## src/design/bffa_pkg.sv

```systemverilog
`timescale 1ns / 1ps
// ----------------------------------------------------------------------------
// bffa_pkg
// Shared types and constants of the first-fit block allocator.
// ----------------------------------------------------------------------------
package bffa_pkg;

  localparam int unsigned SIZE_W     = 16;
  localparam int unsigned ADDR_W     = 32;
  localparam int unsigned OWNER_W    = 8;
  localparam int unsigned MASK_W     = 24;
  localparam int unsigned STATUS_W   = 3;
  localparam int unsigned CFG_IDX_W  = 4;
  localparam int unsigned CFG_DATA_W = 32;
  // 1 KiB subregions
  localparam int unsigned KB_SHIFT   = 10;
  // kilobyte count of a 16-bit size, and wide enough for start + length
  localparam int unsigned NEED_W     = 7;
  // widest bitmap supported
  localparam int unsigned MAX_BITS   = 64;

  localparam logic [ADDR_W-1:0] HEAP_BASE_RST = 32'h2000_1000;

  typedef enum logic {
    CMD_ALLOC = 1'b0,
    CMD_FREE  = 1'b1
  } cmd_e;

  typedef enum logic [STATUS_W-1:0] {
    ST_OK        = 3'd0,
    ST_FULL      = 3'd1,
    ST_BAD_SIZE  = 3'd2,
    ST_NO_SPACE  = 3'd3,
    ST_NOT_FOUND = 3'd4
  } status_e;

  typedef enum logic [CFG_IDX_W-1:0] {
    CFG_HEAP_BASE = 4'd0,
    CFG_OWNER_ID  = 4'd1
  } cfg_reg_e;

  typedef enum logic [2:0] {
    S_IDLE,
    S_CHECK,
    S_ALLOC_SCAN,
    S_FREE_SCAN,
    S_RESP
  } state_e;

  // controller -> datapath
  typedef struct packed {
    logic    load;
    logic    bit_step;
    logic    alloc_commit;
    logic    entry_step;
    logic    free_commit;
    logic    out_load;
    status_e status;
  } ctl_cmd_t;

  // datapath -> controller
  typedef struct packed {
    logic is_free;
    logic table_full;
    logic bad_size;
    logic run_hit;
    logic bit_last;
    logic entry_hit;
    logic entry_last;
    logic out_stall;
  } dp_sts_t;

endpackage

```

## src/design/bffa_req_if.sv

```systemverilog
`timescale 1ns / 1ps
// ----------------------------------------------------------------------------
// bffa_req_if
// Request channel: allocate or free command words.
// ----------------------------------------------------------------------------
interface bffa_req_if;
  logic                            valid;
  logic                            ready;
  bffa_pkg::cmd_e                  cmd;
  logic [bffa_pkg::SIZE_W-1:0]     size_bytes;
  logic [bffa_pkg::ADDR_W-1:0]     free_address;

  modport source (output valid, cmd, size_bytes, free_address, input ready);
  modport sink   (input valid, cmd, size_bytes, free_address, output ready);
endinterface

```

## src/design/bffa_rsp_if.sv

```systemverilog
`timescale 1ns / 1ps
// ----------------------------------------------------------------------------
// bffa_rsp_if
// Response channel: status, granted address and protection mask.
// ----------------------------------------------------------------------------
interface bffa_rsp_if;
  logic                            valid;
  logic                            ready;
  bffa_pkg::status_e               status;
  logic [bffa_pkg::ADDR_W-1:0]     block_address;
  logic [bffa_pkg::MASK_W-1:0]     access_mask;

  modport source (output valid, status, block_address, access_mask, input ready);
  modport sink   (input valid, status, block_address, access_mask, output ready);
endinterface

```

## src/design/bffa_cfg_if.sv

```systemverilog
`timescale 1ns / 1ps
// ----------------------------------------------------------------------------
// bffa_cfg_if
// Configuration write channel: register index and write data.
// ----------------------------------------------------------------------------
interface bffa_cfg_if;
  logic                              valid;
  logic                              ready;
  logic [bffa_pkg::CFG_IDX_W-1:0]    index;
  logic [bffa_pkg::CFG_DATA_W-1:0]   data;

  modport source (output valid, index, data, input ready);
  modport sink   (input valid, index, data, output ready);
endinterface

```

## src/design/bitmap_first_fit_block_allocator_unit.sv

```systemverilog
`timescale 1ns / 1ps
// ----------------------------------------------------------------------------
// bitmap_first_fit_block_allocator_unit
// First-fit allocator of 1 KiB heap subregions tracked in a free bitmap.
// ----------------------------------------------------------------------------
// Usage:
//   req_i carries one command word (allocate with size_bytes, or free with
//   free_address); rsp_o returns one word per command: status, granted
//   address (zero unless a successful allocate) and the low bitmap bits as
//   the protection mask. cfg_i writes heap_base (index 0) or owner_id
//   (index 1); it is always ready. The user must see that it is written
//   only while the block idles; the block itself does not enforce this.
//   A rejected allocate (table full, bad size) goes from the check
//   straight to the response state; a granted allocate stops at the bit
//   where its run completes; with no contiguous space the scan runs to
//   the last subregion. A free stops at the matching table entry, or
//   after the last entry for an unknown address.
//   The bitmap scan checks one subregion per cycle; the table lookup reads
//   one entry per cycle from the single table read port.
// One command is in flight at a time; the next is accepted the cycle after
// the response register is loaded, while that response may still wait.
// Reset: every subregion free, table empty, heap_base 0x20001000, owner 0.
// A stalled receiver holds the response register; a finished command then
// waits in the response state until the register frees up.
// ----------------------------------------------------------------------------
module bitmap_first_fit_block_allocator_unit #(
  parameter int unsigned REGION_COUNT  = 28,
  parameter int unsigned TABLE_ENTRIES = 16,
  parameter int unsigned MASK_BITS     = 24
) (
  input  logic       clk_i,
  input  logic       rst_ni,
  bffa_req_if.sink   req_i,
  bffa_rsp_if.source rsp_o,
  bffa_cfg_if.sink   cfg_i
);
  import bffa_pkg::*;

  ctl_cmd_t ctl;
  dp_sts_t  sts;
  logic     req_ready;

  // config writes go straight into the registers, never back-pressured
  assign cfg_i.ready = 1'b1;
  assign req_i.ready = req_ready;

  bffa_ctrl u_ctrl (
    .clk_i       (clk_i),
    .rst_ni      (rst_ni),
    .req_valid_i (req_i.valid),
    .req_ready_o (req_ready),
    .sts_i       (sts),
    .ctl_o       (ctl)
  );

  bffa_dp #(
    .REGION_COUNT  (REGION_COUNT),
    .TABLE_ENTRIES (TABLE_ENTRIES),
    .MASK_BITS     (MASK_BITS)
  ) u_dp (
    .clk_i        (clk_i),
    .rst_ni       (rst_ni),
    .ctl_i        (ctl),
    .sts_o        (sts),
    .req_cmd_i    (req_i.cmd),
    .req_size_i   (req_i.size_bytes),
    .req_addr_i   (req_i.free_address),
    .cfg_valid_i  (cfg_i.valid),
    .cfg_index_i  (cfg_i.index),
    .cfg_data_i   (cfg_i.data),
    .rsp_ready_i  (rsp_o.ready),
    .rsp_valid_o  (rsp_o.valid),
    .rsp_status_o (rsp_o.status),
    .rsp_addr_o   (rsp_o.block_address),
    .rsp_mask_o   (rsp_o.access_mask)
  );

endmodule

```

## src/design/bffa_ctrl.sv

```systemverilog
`timescale 1ns / 1ps
// ----------------------------------------------------------------------------
// bffa_ctrl
// Sequencer for allocate / free: checks, scans, commit and response load.
// ----------------------------------------------------------------------------
module bffa_ctrl (
  input  logic               clk_i,
  input  logic               rst_ni,
  input  logic               req_valid_i,
  output logic               req_ready_o,
  input  bffa_pkg::dp_sts_t  sts_i,
  output bffa_pkg::ctl_cmd_t ctl_o
);
  import bffa_pkg::*;

  state_e  state_q, state_d;
  status_e res_q, res_d;

  always_ff @(posedge clk_i or negedge rst_ni) begin
    if (!rst_ni) begin
      state_q <= S_IDLE;
      res_q   <= ST_OK;
    end else begin
      state_q <= state_d;
      res_q   <= res_d;
    end
  end

  always_comb begin
    state_d      = state_q;
    res_d        = res_q;
    ctl_o        = '0;
    ctl_o.status = res_q;
    req_ready_o  = 1'b0;
    unique case (state_q)
      S_IDLE: begin
        req_ready_o = 1'b1;
        if (req_valid_i) begin
          ctl_o.load = 1'b1;
          state_d    = S_CHECK;
        end
      end
      S_CHECK: begin
        if (sts_i.is_free) begin
          // entry zero is read here; step the read index on to entry one
          ctl_o.entry_step = 1'b1;
          state_d          = S_FREE_SCAN;
        end else if (sts_i.table_full) begin
          res_d   = ST_FULL;
          state_d = S_RESP;
        end else if (sts_i.bad_size) begin
          res_d   = ST_BAD_SIZE;
          state_d = S_RESP;
        end else begin
          state_d = S_ALLOC_SCAN;
        end
      end
      S_ALLOC_SCAN: begin
        if (sts_i.run_hit) begin
          ctl_o.alloc_commit = 1'b1;
          res_d              = ST_OK;
          state_d            = S_RESP;
        end else if (sts_i.bit_last) begin
          res_d   = ST_NO_SPACE;
          state_d = S_RESP;
        end else begin
          ctl_o.bit_step = 1'b1;
        end
      end
      S_FREE_SCAN: begin
        if (sts_i.entry_hit) begin
          ctl_o.free_commit = 1'b1;
          res_d             = ST_OK;
          state_d           = S_RESP;
        end else if (sts_i.entry_last) begin
          res_d   = ST_NOT_FOUND;
          state_d = S_RESP;
        end else begin
          ctl_o.entry_step = 1'b1;
        end
      end
      S_RESP: begin
        if (!sts_i.out_stall) begin
          ctl_o.out_load = 1'b1;
          state_d        = S_IDLE;
        end
      end
      default: state_d = S_IDLE;
    endcase
  end

endmodule

```

## src/design/bffa_dp.sv

```systemverilog
`timescale 1ns / 1ps
// ----------------------------------------------------------------------------
// bffa_dp
// Bitmap, allocation table, run scanner, config registers, output register.
// ----------------------------------------------------------------------------
module bffa_dp #(
  parameter int unsigned REGION_COUNT  = 28,
  parameter int unsigned TABLE_ENTRIES = 16,
  parameter int unsigned MASK_BITS     = 24
) (
  input  logic                              clk_i,
  input  logic                              rst_ni,
  input  bffa_pkg::ctl_cmd_t                ctl_i,
  output bffa_pkg::dp_sts_t                 sts_o,
  input  bffa_pkg::cmd_e                    req_cmd_i,
  input  logic [bffa_pkg::SIZE_W-1:0]       req_size_i,
  input  logic [bffa_pkg::ADDR_W-1:0]       req_addr_i,
  input  logic                              cfg_valid_i,
  input  logic [bffa_pkg::CFG_IDX_W-1:0]    cfg_index_i,
  input  logic [bffa_pkg::CFG_DATA_W-1:0]   cfg_data_i,
  input  logic                              rsp_ready_i,
  output logic                              rsp_valid_o,
  output bffa_pkg::status_e                 rsp_status_o,
  output logic [bffa_pkg::ADDR_W-1:0]       rsp_addr_o,
  output logic [bffa_pkg::MASK_W-1:0]       rsp_mask_o
);
  import bffa_pkg::*;

  localparam int unsigned SW = (REGION_COUNT > 1) ? $clog2(REGION_COUNT) : 1;
  localparam int unsigned LW = $clog2(REGION_COUNT + 1);
  localparam int unsigned EW = (TABLE_ENTRIES > 1) ? $clog2(TABLE_ENTRIES) : 1;
  localparam int unsigned CW = $clog2(TABLE_ENTRIES + 1);
  localparam int unsigned WW = OWNER_W + LW + SW;
  localparam logic [SIZE_W:0]   SIZE_LIMIT = (SIZE_W + 1)'(REGION_COUNT << KB_SHIFT);
  localparam logic [SW-1:0]     BIT_LAST   = SW'(REGION_COUNT - 1);
  localparam logic [EW-1:0]     ENT_LAST   = EW'(TABLE_ENTRIES - 1);
  localparam logic [CW-1:0]     ENT_MAX    = CW'(TABLE_ENTRIES);

  // control state
  logic [ADDR_W-1:0]          heap_base_q;
  logic [OWNER_W-1:0]         owner_q;
  logic [REGION_COUNT-1:0]    bitmap_q;
  logic [TABLE_ENTRIES-1:0]   valid_q;
  logic [CW-1:0]              count_q;
  logic                       rsp_valid_q;

  // working registers
  cmd_e                       cmd_q;
  logic [SIZE_W-1:0]          size_q;
  logic [ADDR_W-1:0]          addr_q;
  logic [SW-1:0]              bit_idx_q;
  logic [NEED_W-1:0]          run_q;
  logic [EW-1:0]              ent_idx_q;
  logic [EW-1:0]              cmp_idx_q;
  logic [WW-1:0]              rdata_q;
  logic [ADDR_W-1:0]          res_addr_q;
  status_e                    rsp_status_q;
  logic [ADDR_W-1:0]          rsp_addr_q;
  logic [MASK_W-1:0]          rsp_mask_q;

  logic [WW-1:0]              ent_mem [TABLE_ENTRIES];

  logic [NEED_W-1:0]          need;
  logic [NEED_W-1:0]          run_nx;
  logic [NEED_W-1:0]          alloc_start;
  logic [SW-1:0]              rd_start;
  logic [LW-1:0]              rd_len;
  logic [ADDR_W-1:0]          diff;
  logic [EW-1:0]              free_idx;
  logic [NEED_W-1:0]          rng_lo;
  logic [NEED_W-1:0]          rng_len;
  logic [REGION_COUNT-1:0]    rng;
  logic [MAX_BITS-1:0]        bm_ext;
  logic [MASK_W-1:0]          mask_nx;

  // kilobytes needed, rounded up
  assign need    = NEED_W'(size_q >> KB_SHIFT) + NEED_W'(|size_q[KB_SHIFT-1:0]);
  assign run_nx  = bitmap_q[bit_idx_q] ? run_q + NEED_W'(1) : '0;
  assign alloc_start = NEED_W'(bit_idx_q) + NEED_W'(1) - need;

  assign rd_start = rdata_q[SW-1:0];
  assign rd_len   = rdata_q[SW +: LW];
  assign diff     = addr_q - heap_base_q;

  // lowest unused table entry
  always_comb begin
    free_idx = '0;
    for (int e = TABLE_ENTRIES - 1; e >= 0; e--) begin
      if (!valid_q[e]) free_idx = EW'(e);
    end
  end

  // subregion range touched by the commit
  assign rng_lo  = (cmd_q == CMD_FREE) ? NEED_W'(rd_start) : alloc_start;
  assign rng_len = (cmd_q == CMD_FREE) ? NEED_W'(rd_len)   : need;

  always_comb begin
    for (int b = 0; b < REGION_COUNT; b++) begin
      rng[b] = (NEED_W'(b) >= rng_lo) && (NEED_W'(b) < rng_lo + rng_len);
    end
  end

  assign bm_ext = MAX_BITS'(bitmap_q);

  always_comb begin
    mask_nx = '0;
    for (int b = 0; b < MASK_W; b++) begin
      if (b < MASK_BITS) mask_nx[b] = bm_ext[b];
    end
  end

  always_comb begin
    sts_o            = '0;
    sts_o.is_free    = (cmd_q == CMD_FREE);
    sts_o.table_full = (count_q >= ENT_MAX);
    sts_o.bad_size   = (size_q == '0) || ({1'b0, size_q} > SIZE_LIMIT);
    sts_o.run_hit    = (run_nx == need);
    sts_o.bit_last   = (bit_idx_q == BIT_LAST);
    sts_o.entry_hit  = valid_q[cmp_idx_q] && (diff[KB_SHIFT-1:0] == '0) &&
                       (diff[ADDR_W-1:KB_SHIFT] == (ADDR_W - KB_SHIFT)'(rd_start));
    sts_o.entry_last = (cmp_idx_q == ENT_LAST);
    sts_o.out_stall  = rsp_valid_q && !rsp_ready_i;
  end

  // config registers
  always_ff @(posedge clk_i or negedge rst_ni) begin
    if (!rst_ni) begin
      heap_base_q <= HEAP_BASE_RST;
      owner_q     <= '0;
    end else if (cfg_valid_i) begin
      unique case (cfg_index_i)
        CFG_HEAP_BASE: heap_base_q <= cfg_data_i;
        CFG_OWNER_ID:  owner_q     <= cfg_data_i[OWNER_W-1:0];
        default: ;
      endcase
    end
  end

  // bitmap, table valid bits, entry count, response valid
  always_ff @(posedge clk_i or negedge rst_ni) begin
    if (!rst_ni) begin
      bitmap_q    <= '1;
      valid_q     <= '0;
      count_q     <= '0;
      rsp_valid_q <= 1'b0;
    end else begin
      if (ctl_i.alloc_commit) begin
        bitmap_q          <= bitmap_q & ~rng;
        valid_q[free_idx] <= 1'b1;
        count_q           <= count_q + CW'(1);
      end else if (ctl_i.free_commit) begin
        bitmap_q           <= bitmap_q | rng;
        valid_q[cmp_idx_q] <= 1'b0;
        count_q            <= count_q - CW'(1);
      end
      if (ctl_i.out_load) begin
        rsp_valid_q <= 1'b1;
      end else if (rsp_ready_i) begin
        rsp_valid_q <= 1'b0;
      end
    end
  end

  // working registers and table memory
  always_ff @(posedge clk_i) begin
    if (ctl_i.load) begin
      cmd_q      <= req_cmd_i;
      size_q     <= req_size_i;
      addr_q     <= req_addr_i;
      bit_idx_q  <= '0;
      run_q      <= '0;
      ent_idx_q  <= '0;
      res_addr_q <= '0;
    end else begin
      if (ctl_i.bit_step) begin
        bit_idx_q <= bit_idx_q + SW'(1);
        run_q     <= run_nx;
      end
      if (ctl_i.entry_step && (ent_idx_q != ENT_LAST)) begin
        ent_idx_q <= ent_idx_q + EW'(1);
      end
      if (ctl_i.alloc_commit) begin
        res_addr_q <= heap_base_q + (ADDR_W'(alloc_start[SW-1:0]) << KB_SHIFT);
      end
    end
    if (ctl_i.alloc_commit) begin
      ent_mem[free_idx] <= {owner_q, LW'(need), alloc_start[SW-1:0]};
    end
    rdata_q   <= ent_mem[ent_idx_q];
    cmp_idx_q <= ent_idx_q;
    if (ctl_i.out_load) begin
      rsp_status_q <= ctl_i.status;
      rsp_addr_q   <= res_addr_q;
      rsp_mask_q   <= mask_nx;
    end
  end

  assign rsp_valid_o  = rsp_valid_q;
  assign rsp_status_o = rsp_status_q;
  assign rsp_addr_o   = rsp_addr_q;
  assign rsp_mask_o   = rsp_mask_q;

`ifndef ASSERT_OFF
  a_count_matches_valid: assert property (@(posedge clk_i) disable iff (!rst_ni)
    $countones(valid_q) == int'(count_q))
    else $error("entry count out of step with valid bits");

  a_alloc_free_entry: assert property (@(posedge clk_i) disable iff (!rst_ni)
    ctl_i.alloc_commit |-> !valid_q[free_idx] && (count_q < ENT_MAX))
    else $error("allocation commits into a used entry");

  a_free_valid_entry: assert property (@(posedge clk_i) disable iff (!rst_ni)
    ctl_i.free_commit |-> valid_q[cmp_idx_q])
    else $error("free commits on an unused entry");

  a_alloc_claims_run: assert property (@(posedge clk_i) disable iff (!rst_ni)
    ctl_i.alloc_commit |=> (bitmap_q & $past(rng)) == '0)
    else $error("claimed subregions still marked free");
`endif

endmodule
```

## src/flat_wrapper.sv

```systemverilog
// flat-port wrapper written by rule: the top's interface ports become plain ports
module bitmap_first_fit_block_allocator_unit_flat import bffa_pkg::*;
#(
  parameter int unsigned REGION_COUNT  = 28,
  parameter int unsigned TABLE_ENTRIES = 16,
  parameter int unsigned MASK_BITS     = 24
)
  (clk_i, rst_ni, req_i_valid, req_i_cmd, req_i_size_bytes, req_i_free_address, req_i_ready, rsp_o_valid, rsp_o_status, rsp_o_block_address, rsp_o_access_mask, rsp_o_ready, cfg_i_valid, cfg_i_index, cfg_i_data, cfg_i_ready);
  bffa_req_if req_i_i ();
  bffa_rsp_if rsp_o_i ();
  bffa_cfg_if cfg_i_i ();
  input  logic clk_i;
  input  logic rst_ni;
  input wire logic [$bits(req_i_i.valid)-1:0] req_i_valid;
  input wire logic [$bits(req_i_i.cmd)-1:0] req_i_cmd;
  input wire logic [$bits(req_i_i.size_bytes)-1:0] req_i_size_bytes;
  input wire logic [$bits(req_i_i.free_address)-1:0] req_i_free_address;
  output wire logic [$bits(req_i_i.ready)-1:0] req_i_ready;
  output wire logic [$bits(rsp_o_i.valid)-1:0] rsp_o_valid;
  output wire logic [$bits(rsp_o_i.status)-1:0] rsp_o_status;
  output wire logic [$bits(rsp_o_i.block_address)-1:0] rsp_o_block_address;
  output wire logic [$bits(rsp_o_i.access_mask)-1:0] rsp_o_access_mask;
  input wire logic [$bits(rsp_o_i.ready)-1:0] rsp_o_ready;
  input wire logic [$bits(cfg_i_i.valid)-1:0] cfg_i_valid;
  input wire logic [$bits(cfg_i_i.index)-1:0] cfg_i_index;
  input wire logic [$bits(cfg_i_i.data)-1:0] cfg_i_data;
  output wire logic [$bits(cfg_i_i.ready)-1:0] cfg_i_ready;
  assign req_i_i.valid = req_i_valid;
  assign req_i_i.cmd = req_i_cmd;
  assign req_i_i.size_bytes = req_i_size_bytes;
  assign req_i_i.free_address = req_i_free_address;
  assign req_i_ready = req_i_i.ready;
  assign rsp_o_valid = rsp_o_i.valid;
  assign rsp_o_status = rsp_o_i.status;
  assign rsp_o_block_address = rsp_o_i.block_address;
  assign rsp_o_access_mask = rsp_o_i.access_mask;
  assign rsp_o_i.ready = rsp_o_ready;
  assign cfg_i_i.valid = cfg_i_valid;
  assign cfg_i_i.index = cfg_i_index;
  assign cfg_i_i.data = cfg_i_data;
  assign cfg_i_ready = cfg_i_i.ready;
  bitmap_first_fit_block_allocator_unit #(.REGION_COUNT(REGION_COUNT), .TABLE_ENTRIES(TABLE_ENTRIES), .MASK_BITS(MASK_BITS)) u_core (.clk_i(clk_i), .rst_ni(rst_ni), .req_i(req_i_i), .rsp_o(rsp_o_i), .cfg_i(cfg_i_i));
endmodule
```

## config.mk

```make
export PLATFORM = sky130hd
export DESIGN_NAME = bitmap_first_fit_block_allocator_unit_flat
export DESIGN_NICKNAME = d
export VERILOG_FILES = /design/src/design/bffa_pkg.sv /design/src/design/bffa_req_if.sv /design/src/design/bffa_rsp_if.sv /design/src/design/bffa_cfg_if.sv /design/src/design/bitmap_first_fit_block_allocator_unit.sv /design/src/design/bffa_ctrl.sv /design/src/design/bffa_dp.sv /design/src/flat_wrapper.sv
export SDC_FILE = /design/constraint.sdc
export NUM_CORES = 1
export LEC_CHECK = 0
export ABC_AREA = 1
export BUFFER_PORTS_ARGS = -buffer_cell sky130_fd_sc_hd__buf_2
export CELL_PAD_IN_SITES_DETAIL_PLACEMENT = 1
export CELL_PAD_IN_SITES_GLOBAL_PLACEMENT = 1
export CORE_MARGIN = 2
export CORE_UTILIZATION = 44
export CTS_BUF_LIST = sky130_fd_sc_hd__clkbuf_8
export DETAILED_ROUTE_END_ITERATION = 12
export PLACE_DENSITY = 0.88
export SLEW_MARGIN = 20
export SYNTH_ARGS = -nofsm -noshare
export SYNTH_HDL_FRONTEND = slang
export SYNTH_HIERARCHICAL = 1
export SYNTH_SLANG_ARGS = --single-unit
```

## constraint.sdc

```tcl
create_clock -name clk_i -period 7.2 [get_ports clk_i]
set_clock_uncertainty 0.2 [all_clocks]
set_input_delay 0.36 -clock clk_i [delete_from_list [all_inputs] [get_ports clk_i]]
set_output_delay 0.36 -clock clk_i [all_outputs]
set_load 0.03 [all_outputs]
```

==> results.sh, run 1 <==
export IMPL_yosys_area_top_type="edfxtp_1"
export IMPL_critPathKind="reg -> reg"
export IMPL_wl_um=69600
export IMPL_min_period_over_period_pct=85.8
export IMPL_clkPwrFrac_pct=20.8
export IMPL_antenna_found_initial=0
export IMPL_synth_area_top_cells="edfxtp_1 39%, dfrtp_1 7.1%, nand2_1 7.0%"
export IMPL_critPathCaptureType="register"
export IMPL_netlist_area_um2=20500
export IMPL_drc_errors=0
export IMPL_startpoint="u_core/u_dp/size_q[0]"
export IMPL_io_pins=152
export IMPL_grt_use_total_pct=29.1
export IMPL_synth_seq_cells=418
export IMPL_synth_edf_count=268
export IMPL_cts_resized=0
export IMPL_cts_max_level=3
export IMPL_route_detailed_wl_per_inst_um=22.2
export IMPL_ys_types=61
export IMPL_die_width_um=220
export IMPL_cpMostUsedCell="ha_1"
export IMPL_cts_sinks=418
export IMPL_core_area_um2=46300
export IMPL_final_min_clock_period_ps=6180
export IMPL_grt_max_degree=82
export IMPL_hold_class="in -> reg"
export IMPL_multi_input_area_um2=7780
export IMPL_power_switching_uw=4490
export IMPL_grt_overflow=0
export IMPL_dr_pass1_iters=5
export IMPL_cts_tree="done"
export IMPL_num_vias=18000
export IMPL_cap_violations=0
export IMPL_drv_slew=0
export IMPL_peakVddDrop_mv=0.223
export IMPL_vias_per_cell=5.73
export IMPL_insertion_delay_ps=650
export IMPL_n_fill_cell=5312
export IMPL_ff_latch_area_um2=11500
export IMPL_crit_required_ps=7570
export IMPL_yosysMostFrequentCell="nand2_1"
export IMPL_setup_viol=0
export IMPL_synth_common_cells="380 x nand2_1, 303 x nor2_1, 268 x edfxtp_1, 233 x inv_1, 208 x o21ai_0"
export IMPL_swShare_pct=45.0
export IMPL_max_clock_path_buffers=3
export IMPL_hold_viol_final=0
export IMPL_drt_iter0_markers=1558
export IMPL_syn_inst=2210
export IMPL_p_comb_share_pct=43.4
export IMPL_clock_root_buffer="clkbuf_8"
export IMPL_cts_setup_buffers=0
export IMPL_synth_net_count=2362
export IMPL_startpoint_type="register"
export IMPL_fin_total_pwr_uw=9980
export IMPL_grt_pass1_wl_um=107000
export IMPL_numPortBuffers=150
export IMPL_rsz0062_at_grt="false"
export IMPL_slowest_delay_ps=660
export IMPL_hpwl_um=46100
export IMPL_crit_chain="nor4_1 > nand3_1 > ha_1 > ha_1 > ha_1 > inv_1 > ha_1 > inv_1 > fa_1 > o21ai_1 > ha_1 > a21oi_2 > nand2_1 > nand2_2 > nand2_2 > a21oi_4 > xor2_4 > a21boi_2 > nand3_1 > nand2_1 > nand2_1 > nand2_1"
export IMPL_worst_pin_slew_ps=1060
export IMPL_finalSetupTns_ps=0
export IMPL_slew_headroom_pct=29.2
export IMPL_avgSynthCellArea_um2=9.27
export IMPL_final_nets=2630
export IMPL_power_leakage_uw=0.0103
export IMPL_synth_top_area_share_pct=39.3
export IMPL_row_count=79
export IMPL_fp_dieH_um=220
export IMPL_synth_ff_type="edfxtp_1"
export IMPL_crit_slowest_cell="ha_1"
export IMPL_cts_buffers=70
export IMPL_synth_warnings=6
export IMPL_r2r_start="u_core/u_dp/size_q[0]"
export IMPL_intPower_uw=5490
export IMPL_dieArea_um2=48300
export IMPL_start_util_pct=44.3
export IMPL_drive_gt1_share_pct=15.1
export IMPL_ys_async_sr_fraction_pct=21.1
export IMPL_fmax_mhz=162
export IMPL_cts_clk_slew_worst_paths_ps=60
export IMPL_diodes=0
export IMPL_routabilityCongestion=0.969
export IMPL_crit_fanout=19
export IMPL_min_from="rsp_o_ready"
export IMPL_ant_nets=0
export IMPL_area_growth_pct=17.9
export IMPL_status="finished clean"
export IMPL_power_frac_seq_pct=35.7
export IMPL_critPathArrivalTime_ps=6540
export IMPL_synth_yosys_seq_area_share_pct=56.3
export IMPL_powerDensity_nw_per_um2=413
export IMPL_grt_pass1_vias=19400
==> registers in the layout, indices dropped and copies added, names as in the netlist, 4 cells and up, named ones only <==
signal	cells
u_core/u_dp/cmp_idx_q	4
u_core/u_dp/addr_q	32
u_core/u_dp/run_q	7
u_core/u_dp/heap_base_q	32
u_core/u_dp/bit_idx_q	5
u_core/u_dp/rdata_q	10
u_core/u_dp/size_q	16
u_core/u_dp/rsp_addr_o	32
u_core/u_dp/ent_mem	160
u_core/u_dp/res_addr_q	32
u_core/u_dp/rsp_mask_o	24
u_core/u_dp/count_q	5
u_core/u_dp/ent_idx_q	4
u_core/u_dp/valid_q	16
==> timing repair <==
| action | 4_1_cts | 5_1_grt |
|---|---|---|
| setup endpoints to repair | 0 | 0 |
| endpoints found under the hold margin | 110 | 0 |
| hold buffers | 83 | 0 |
==> cells by family after synthesis <==
group	Yosys count	synth area share, %
AOI/OAI and AO/OA	425	11.6
xor gates and xnor gates	40	1.80
adders and majority gates	62	3.93
buffers and inverters	312	5.87
DFF	418	56.3
muxes	1	0.0549
other	1	0.0183
and+or+nand+nor	951	20.5
==> cell type report <==
class                   instances  share of cell area, %
clock buffers                  78                   4.44
clock inverters                50                   1.14
well taps                     607                   3.14
repair buffers                263                   7.49
flip-flops and latches        418                   47.7
multi-input cells            1480                   32.2
inverters                     245                   3.83
==> final timing paths <==
path / end / slack (ps) / cells after the start
setup reg to reg: register / 1020 / 22
min in group asynchronous: asynchronous set/reset pin / 340 / 2
hold reg to reg: u_core/u_dp/cmp_idx_q[3] / 210 / 0
max in group asynchronous: u_core/u_dp/heap_base_q[25] / 5550 / 3
setup / recovery: register / 1020 / 22
hold / removal: u_core/u_ctrl/state_q[2] / 150 / 5
==> metal layers <==
layer  up-vias  share of wire, %  GRT usage [%]  wire (um)
li1       8094                 -              -          -
met5         -                 0              0          0
met3       227               7.1           5.76       4970
met2       786                50           50.9      34800
met1      8896                38           34.2      26700
met4         0               4.4           14.3       3080
==> critical path, delay by kind of cell, from the launching register on <==
family | cells | cell delay, ps
adder cells (fa/ha/maj) | 6 | 2350
AO/OA/AOI/OAI | 4 | 1240
flip-flops | 1 | 380
XOR/XNOR | 1 | 540
buffers and inverters | 2 | 130
AND/OR/NAND/NOR | 9 | 1260
==> through the flow <==
step	utilization, %	area, um2	hold WS (ps)	std cells	setup WS (ps)
after floorplan	-	20500	-136	2210	101
after global placement	47.5	22000	176	2930	1490
after detailed placement	47.5	22000	180	2930	1130
after CTS	52.2	24200	86.2	3141	1080
after global routing	52.2	24200	163	3141	618
final	52.2	24200	152	3141	1020
==> cells in the final DEF (no fill, tap or decap), types with 4 or more instances in the layout <==
| cell type | instances |
|---|---|
| o221ai_1 | 18 |
| o21ai_0 | 208 |
| buf_2 | 149 |
| ha_1 | 58 |
| a31oi_1 | 4 |
| xnor2_1 | 9 |
| dlygate4sd3_1 | 83 |
| dfxtp_1 | 60 |
| clkinv_1 | 6 |
| nand4_1 | 44 |
| a21oi_1 | 105 |
| edfxtp_1 | 268 |
| o211ai_1 | 14 |
| o21ai_1 | 24 |
| inv_1 | 264 |
| o22ai_1 | 28 |
| buf_4 | 31 |
| dfrtp_1 | 58 |
| fa_1 | 4 |
| nor2_4 | 5 |
| nand3b_1 | 5 |
| clkbuf_8 | 78 |
| nor2_2 | 5 |
| clkinv_2 | 7 |
| inv_2 | 9 |
| o21bai_1 | 5 |
| dfstp_2 | 30 |
| xor2_1 | 30 |
| nand3_2 | 10 |
| nand3_1 | 128 |
| or2_2 | 4 |
| nor2_1 | 303 |
| nand2_4 | 5 |
| nor4_1 | 8 |
| nor3_1 | 25 |
| nand2_1 | 379 |
| nand2_2 | 18 |
==> power groups by stage <==
stage	sequential, uW	combinational, uW	clock [uW]
after floorplan	3560	2850	0
after global placement	3580	3940	0
after detailed placement	3600	4160	0
after CTS	3560	4240	2100
after global routing	3600	4740	2220
final	3570	4340	2080
No activity file was read; power rests on OpenSTA's default activity.
==> inputs of run 2 (changes only) <==
==> constraint.sdc (replaced) <==
create_clock -name clk_i -period 7.2 [get_ports clk_i]
set_clock_uncertainty 0.2 [all_clocks]
set_input_delay 0.36 -clock clk_i [delete_from_list [all_inputs] [get_ports clk_i]]
set_output_delay 0.36 -clock clk_i [all_outputs]
set_load 0.1 [all_outputs]
==> results.sh, run 2 (synthesized netlist as in run 1, its figures left out) <==
export IMPL_grt_pass1_wl_um=109000
export IMPL_cts_resized=0
export IMPL_crit_required_ps=7590
export IMPL_die_width_um=220
export IMPL_crit_fanout=19
export IMPL_fmax_mhz=164
export IMPL_power_frac_seq_pct=33.6
export IMPL_hold_viol_final=0
export IMPL_cts_setup_buffers=0
export IMPL_core_area_um2=46300
export IMPL_crit_chain="nor4_1 > nand3_1 > ha_1 > ha_1 > ha_1 > inv_1 > ha_1 > inv_1 > fa_1 > o21ai_1 > ha_1 > a21oi_2 > nand2_1 > nand2_2 > nand2_2 > a21oi_4 > xor2_4 > a21boi_2 > nand3_1 > nand2_1 > nand2_1 > o21ai_1"
export IMPL_intPower_uw=5550
export IMPL_cts_clk_slew_worst_paths_ps=60
export IMPL_area_growth_pct=18.3
export IMPL_status="finished clean"
export IMPL_wl_um=70900
export IMPL_cap_violations=0
export IMPL_worst_pin_slew_ps=1110
export IMPL_final_min_clock_period_ps=6090
export IMPL_drt_iter0_markers=1398
export IMPL_cpMostUsedCell="ha_1"
export IMPL_routabilityCongestion=0.949
export IMPL_dieArea_um2=48300
export IMPL_fp_dieH_um=220
export IMPL_hold_class="in -> async"
export IMPL_row_count=79
export IMPL_diodes=0
export IMPL_place_ws_ps=1210
export IMPL_clock_root_buffer="clkbuf_8"
export IMPL_antenna_found_initial=1
export IMPL_drc_errors=0
export IMPL_slowest_delay_ps=650
export IMPL_layout_common_cells="379 x nand2_1, 303 x nor2_1, 268 x edfxtp_1"
export IMPL_setup_ws_ps=1110
export IMPL_io_pins=152
export IMPL_cts_hold_repair_buffers=84
export IMPL_final_nets=2636
export IMPL_crit_slowest_cell="ha_1"
export IMPL_top_register="u_core/u_dp/ent_mem"
export IMPL_multi_input_area_um2=7790
export IMPL_n_fill_cell=5366
export IMPL_swShare_pct=46.8
export IMPL_slew_headroom_pct=26.0
export IMPL_num_vias=18000
export IMPL_numPortBuffers=150
export IMPL_rsz0062_at_grt="false"
export IMPL_worstRegToRegCells=22
export IMPL_max_clock_path_buffers=3
export IMPL_grt_pass1_vias=19500
export IMPL_cts_max_level=3
export IMPL_hpwl_um=47100
export IMPL_ant_nets=0
export IMPL_p_comb_share_pct=46.1
export IMPL_vias_per_cell=5.72
export IMPL_largest_register_ff_count=160
export IMPL_clkPwrFrac_pct=20.3
export IMPL_ff_latch_area_um2=11500
export IMPL_placedCellCount=2934
export IMPL_peakVddDrop_mv=0.273
export IMPL_grt_max_degree=85
export IMPL_finalSetupTns_ps=0
export IMPL_insertion_delay_ps=670
export IMPL_power_switching_uw=4890
export IMPL_start_util_pct=44.3
export IMPL_grt_overflow=0
export IMPL_drive_gt1_share_pct=15.2
export IMPL_critPathCaptureType="register"
export IMPL_grt_use_total_pct=29.8
export IMPL_setup_viol=0
export IMPL_startpoint_type="register"
export IMPL_drv_slew=0
export IMPL_powerDensity_nw_per_um2=431
export IMPL_route_detailed_wl_per_inst_um=22.5
export IMPL_power_leakage_uw=0.0103
export IMPL_dr_pass1_iters=6
export IMPL_cts_sinks=418
export IMPL_critPathKind="reg -> reg"
export IMPL_final_common_cell="nand2_1"
export IMPL_cts_buffers=71
export IMPL_stdcell_count=3147
export IMPL_critPathArrivalTime_ps=6480
export IMPL_min_period_over_period_pct=84.6
export IMPL_cts_tree="done"
[run 2: worst paths after layout]
kind	startpoint	end	slack, ps
worst max register to register	u_core/u_dp/size_q[1]	register	1110
min in group clk_i	u_core/u_dp/ent_idx_q[3]	u_core/u_dp/cmp_idx_q[3]	200
worst min-delay path	rst_ni	u_core/u_dp/valid_q[8]	140
max in group asynchronous	rst_ni	u_core/u_dp/heap_base_q[3]	5510
worst max-delay path	u_core/u_dp/size_q[1]	register	1110
worst min register to register	u_core/u_dp/ent_idx_q[3]	u_core/u_dp/cmp_idx_q[3]	200
[run 2: metrics by stage]
step / util (%) / cell area (um2) / hold slack [ps] / total power [uW]
floorplan: - / 20500 / -136 / 6810
global placement: 47.6 / 22000 / 211 / 7940
detailed placement: 47.6 / 22000 / 210 / 8180
CTS: 52.4 / 24200 / 148 / 10400
global route: 52.4 / 24200 / 200 / 11000
finish: 52.4 / 24200 / 145 / 10400
[run 2: final cells by class]
class / instances / share of cell area (%)
sequential: 418 / 47.6
multi-input combinational: 1480 / 32.1
timing repair buffer: 268 / 7.63
clock buffer: 80 / 4.54
inverter: 245 / 3.81
tap: 607 / 3.13
clock inverter: 49 / 1.18
[run 2: per-layer routing]
metal | vias up | global-route usage, % | share of wire (%)
met2 | 726 | 52.4 | 50
li1 | 8102 | - | -
met4 | 2 | 16.3 | 5.4
met3 | 285 | 5.22 | 6.4
met1 | 8887 | 34.4 | 38
met5 | - | 0 | 0.017
[run 2: worst max-delay path, delay by kind of cell, from the launching register on]
family,cells,cell delay (ps)
buffers and inverters,2,120
adders and majority gates,6,2320
and+or+nand+nor,8,1170
AOI/OAI and AO/OA,5,1320
xor gates and xnor gates,1,550
DFF,1,360
[run 2: power by group through the flow]
| stage | combinational, uW | sequential, uW | clock [uW] |
|---|---|---|---|
| after CTS | 4710 | 3500 | 2150 |
| after floorplan | 2880 | 3930 | 0 |
| final | 4810 | 3510 | 2120 |
| after global routing | 5230 | 3540 | 2260 |
| after global placement | 4420 | 3520 | 0 |
| after detailed placement | 4640 | 3540 | 0 |
==> inputs of run 3 (changes only) <==
--- a/config.mk
+++ b/config.mk
@@ -10,10 +10,10 @@
 export CELL_PAD_IN_SITES_DETAIL_PLACEMENT = 1
 export CELL_PAD_IN_SITES_GLOBAL_PLACEMENT = 1
 export CORE_MARGIN = 2
-export CORE_UTILIZATION = 44
+export CORE_UTILIZATION = 49
 export CTS_BUF_LIST = sky130_fd_sc_hd__clkbuf_8
 export DETAILED_ROUTE_END_ITERATION = 12
-export PLACE_DENSITY = 0.88
+export PLACE_DENSITY = 0.92
 export SLEW_MARGIN = 20
 export SYNTH_ARGS = -nofsm -noshare
 export SYNTH_HDL_FRONTEND = slang
==> constraint.sdc (replaced) <==
create_clock -name clk_i -period 6.25 [get_ports clk_i]
set_clock_uncertainty 0.2 [all_clocks]
set_input_delay 0.3125 -clock clk_i [delete_from_list [all_inputs] [get_ports clk_i]]
set_output_delay 0.3125 -clock clk_i [all_outputs]
set_load 0.1 [all_outputs]
==> results.sh, run 3 (synthesized netlist as in run 1, its figures left out) <==
export IMPL_insertion_delay_ps=650
export IMPL_dieArea_um2=43500
export IMPL_grt_pass1_wl_um=117000
export IMPL_placedCellCount=2863
export IMPL_io_pins=152
export IMPL_crit_fanout=17
export IMPL_crit_required_ps=6580
export IMPL_wl_um=75800
export IMPL_route_detailed_wl_per_inst_um=24.6
export IMPL_min_period_over_period_pct=92.4
export IMPL_ant_nets=0
export IMPL_fp_dieH_um=209
export IMPL_cts_clk_slew_worst_paths_ps=70
export IMPL_clock_root_buffer="clkbuf_8"
export IMPL_cts_sinks=418
export IMPL_hold_class="in -> async"
export IMPL_stdcell_count=3081
export IMPL_routabilityCongestion=0.959
export IMPL_setup_viol=0
export IMPL_row_count=74
export IMPL_hpwl_um=48400
export IMPL_largest_register_ff_count=160
export IMPL_diodes=0
export IMPL_antenna_found_initial=0
export IMPL_top_register="u_core/u_dp/ent_mem"
export IMPL_stdcell_area_um2=24300
export IMPL_drc_errors=0
export IMPL_rsz0062_at_grt="false"
export IMPL_final_min_clock_period_ps=5770
export IMPL_grt_max_degree=82
export IMPL_critPathKind="reg -> reg"
export IMPL_dr_pass1_iters=5
export IMPL_cts_buffers=71
export IMPL_grt_pass1_vias=20400
export IMPL_cap_violations=0
export IMPL_cpMostUsedCell="inv_1"
export IMPL_final_nets=2646
export IMPL_fin_hold_ws_ps=65.5
export IMPL_final_common_cell="nand2_1"
export IMPL_finalSetupTns_ps=0
export IMPL_crit_chain="nor4_1 > nand3_1 > ha_2 > inv_1 > ha_1 > ha_1 > inv_1 > fa_1 > o21ai_1 > ha_1 > a21oi_1 > nor2_1 > nor2_1 > xnor2_1 > inv_1 > nand2_1 > inv_1 > nand3_4 > nand3_1 > o21ai_1"
export IMPL_max_clock_path_buffers=3
export IMPL_start_util_pct=50.0
export IMPL_powerDensity_nw_per_um2=512
export IMPL_slew_headroom_pct=33.4
export IMPL_power_leakage_uw=0.0104
export IMPL_grt_overflow=0
export IMPL_cts_max_level=3
export IMPL_critPathCaptureType="register"
export IMPL_vias_per_cell=6.07
export IMPL_drive_gt1_share_pct=15.8
export IMPL_drv_slew=0
export IMPL_cts_tree="done"
export IMPL_slowest_delay_ps=650
export IMPL_status="finished clean"
export IMPL_path_buf_inv=4
export IMPL_die_width_um=209
export IMPL_layout_common_cells="379 x nand2_1, 303 x nor2_1, 268 x edfxtp_1"
export IMPL_numPortBuffers=150
export IMPL_num_vias=18700
export IMPL_area_growth_pct=18.5
export IMPL_peakVddDrop_mv=0.275
export IMPL_fmax_mhz=173
export IMPL_worst_pin_slew_ps=998
export IMPL_drt_iter0_markers=1903
export IMPL_startpoint_type="register"
export IMPL_core_area_um2=41000
export IMPL_crit_slowest_cell="ha_2"
export IMPL_crit_family="adder cells"
export IMPL_hold_viol_final=0
export IMPL_dpl_cell_area_um2=22000
export IMPL_critPathArrivalTime_ps=6100
export IMPL_r2r_slack_ps=480
export IMPL_grt_use_total_pct=34.9
-- run 3: cell count changes in the layout (fill, tap and decap cells not counted), moves of 2 or more --
cell | before | now
inv_1 | 263 | 254
buf_4 | 35 | 44
clkinv_1 | 8 | 10
clkbuf_8 | 80 | 85
-- run 3: worst min-delay path: cells and delay by family --
kind | cells | cell delay (ps)
buffers and inverters | 3 | 940
-- run 3: routing by layer --
layer | part of all wire, % | up-vias | routed length [um] | track usage, %
li1 | - | 8124 | - | -
met1 | 37 | 9249 | 27900 | 39.9
met2 | 50 | 980 | 37900 | 61.2
met3 | 7.4 | 334 | 5630 | 6.60
met4 | 5.9 | 0 | 4460 | 20.0
met5 | 0 | - | 0 | 0
-- run 3: worst paths after layout --
check,startpoint,endpoint,cells after the start
min in group clk_i,req_i_free_address[29],u_core/u_dp/addr_q[29],2
worst max register to register,u_core/u_dp/size_q[2],register,20
max in group asynchronous,rst_ni,u_core/u_dp/heap_base_q[11],3
worst min register to register,u_core/u_dp/ent_idx_q[3],u_core/u_dp/cmp_idx_q[3],0
worst max-delay path,u_core/u_dp/size_q[2],register,20
worst min-delay path,rst_ni,u_core/u_ctrl/state_q[0],3
-- run 3: repair_timing --
item,CTS,global route
setup buffers,0,5
endpoints found under the setup margin,0,27
hold buffers,85,0
gates resized for setup,0,1
hold endpoints to repair,101,0
-- run 3: final cells by class --
cell class	count	area, um2
clock inverters	43	265
fillers	4673	16700
well taps	532	666
flip-flops and latches	418	11500
repair buffers	278	1940
inverters	245	925
multi-input cells	1480	7800
clock buffers	85	1170
-- run 3: report_power, final --
part	switching, uW	internal, uW
Sequential	386	3690
Combinational	4300	1490
Clock	1200	1360
-- run 3: metrics by stage --
| step | power [uW] | setup WS [ps] | util [%] |
|---|---|---|---|
| after detailed placement | 9500 | 332 | 53.5 |
| after global placement | 9190 | 785 | 53.5 |
| after global routing | 13000 | 134 | 59.2 |
| final | 12400 | 475 | 59.2 |
| after floorplan | 7840 | 1080 | - |
| after CTS | 12200 | 139 | 59.1 |
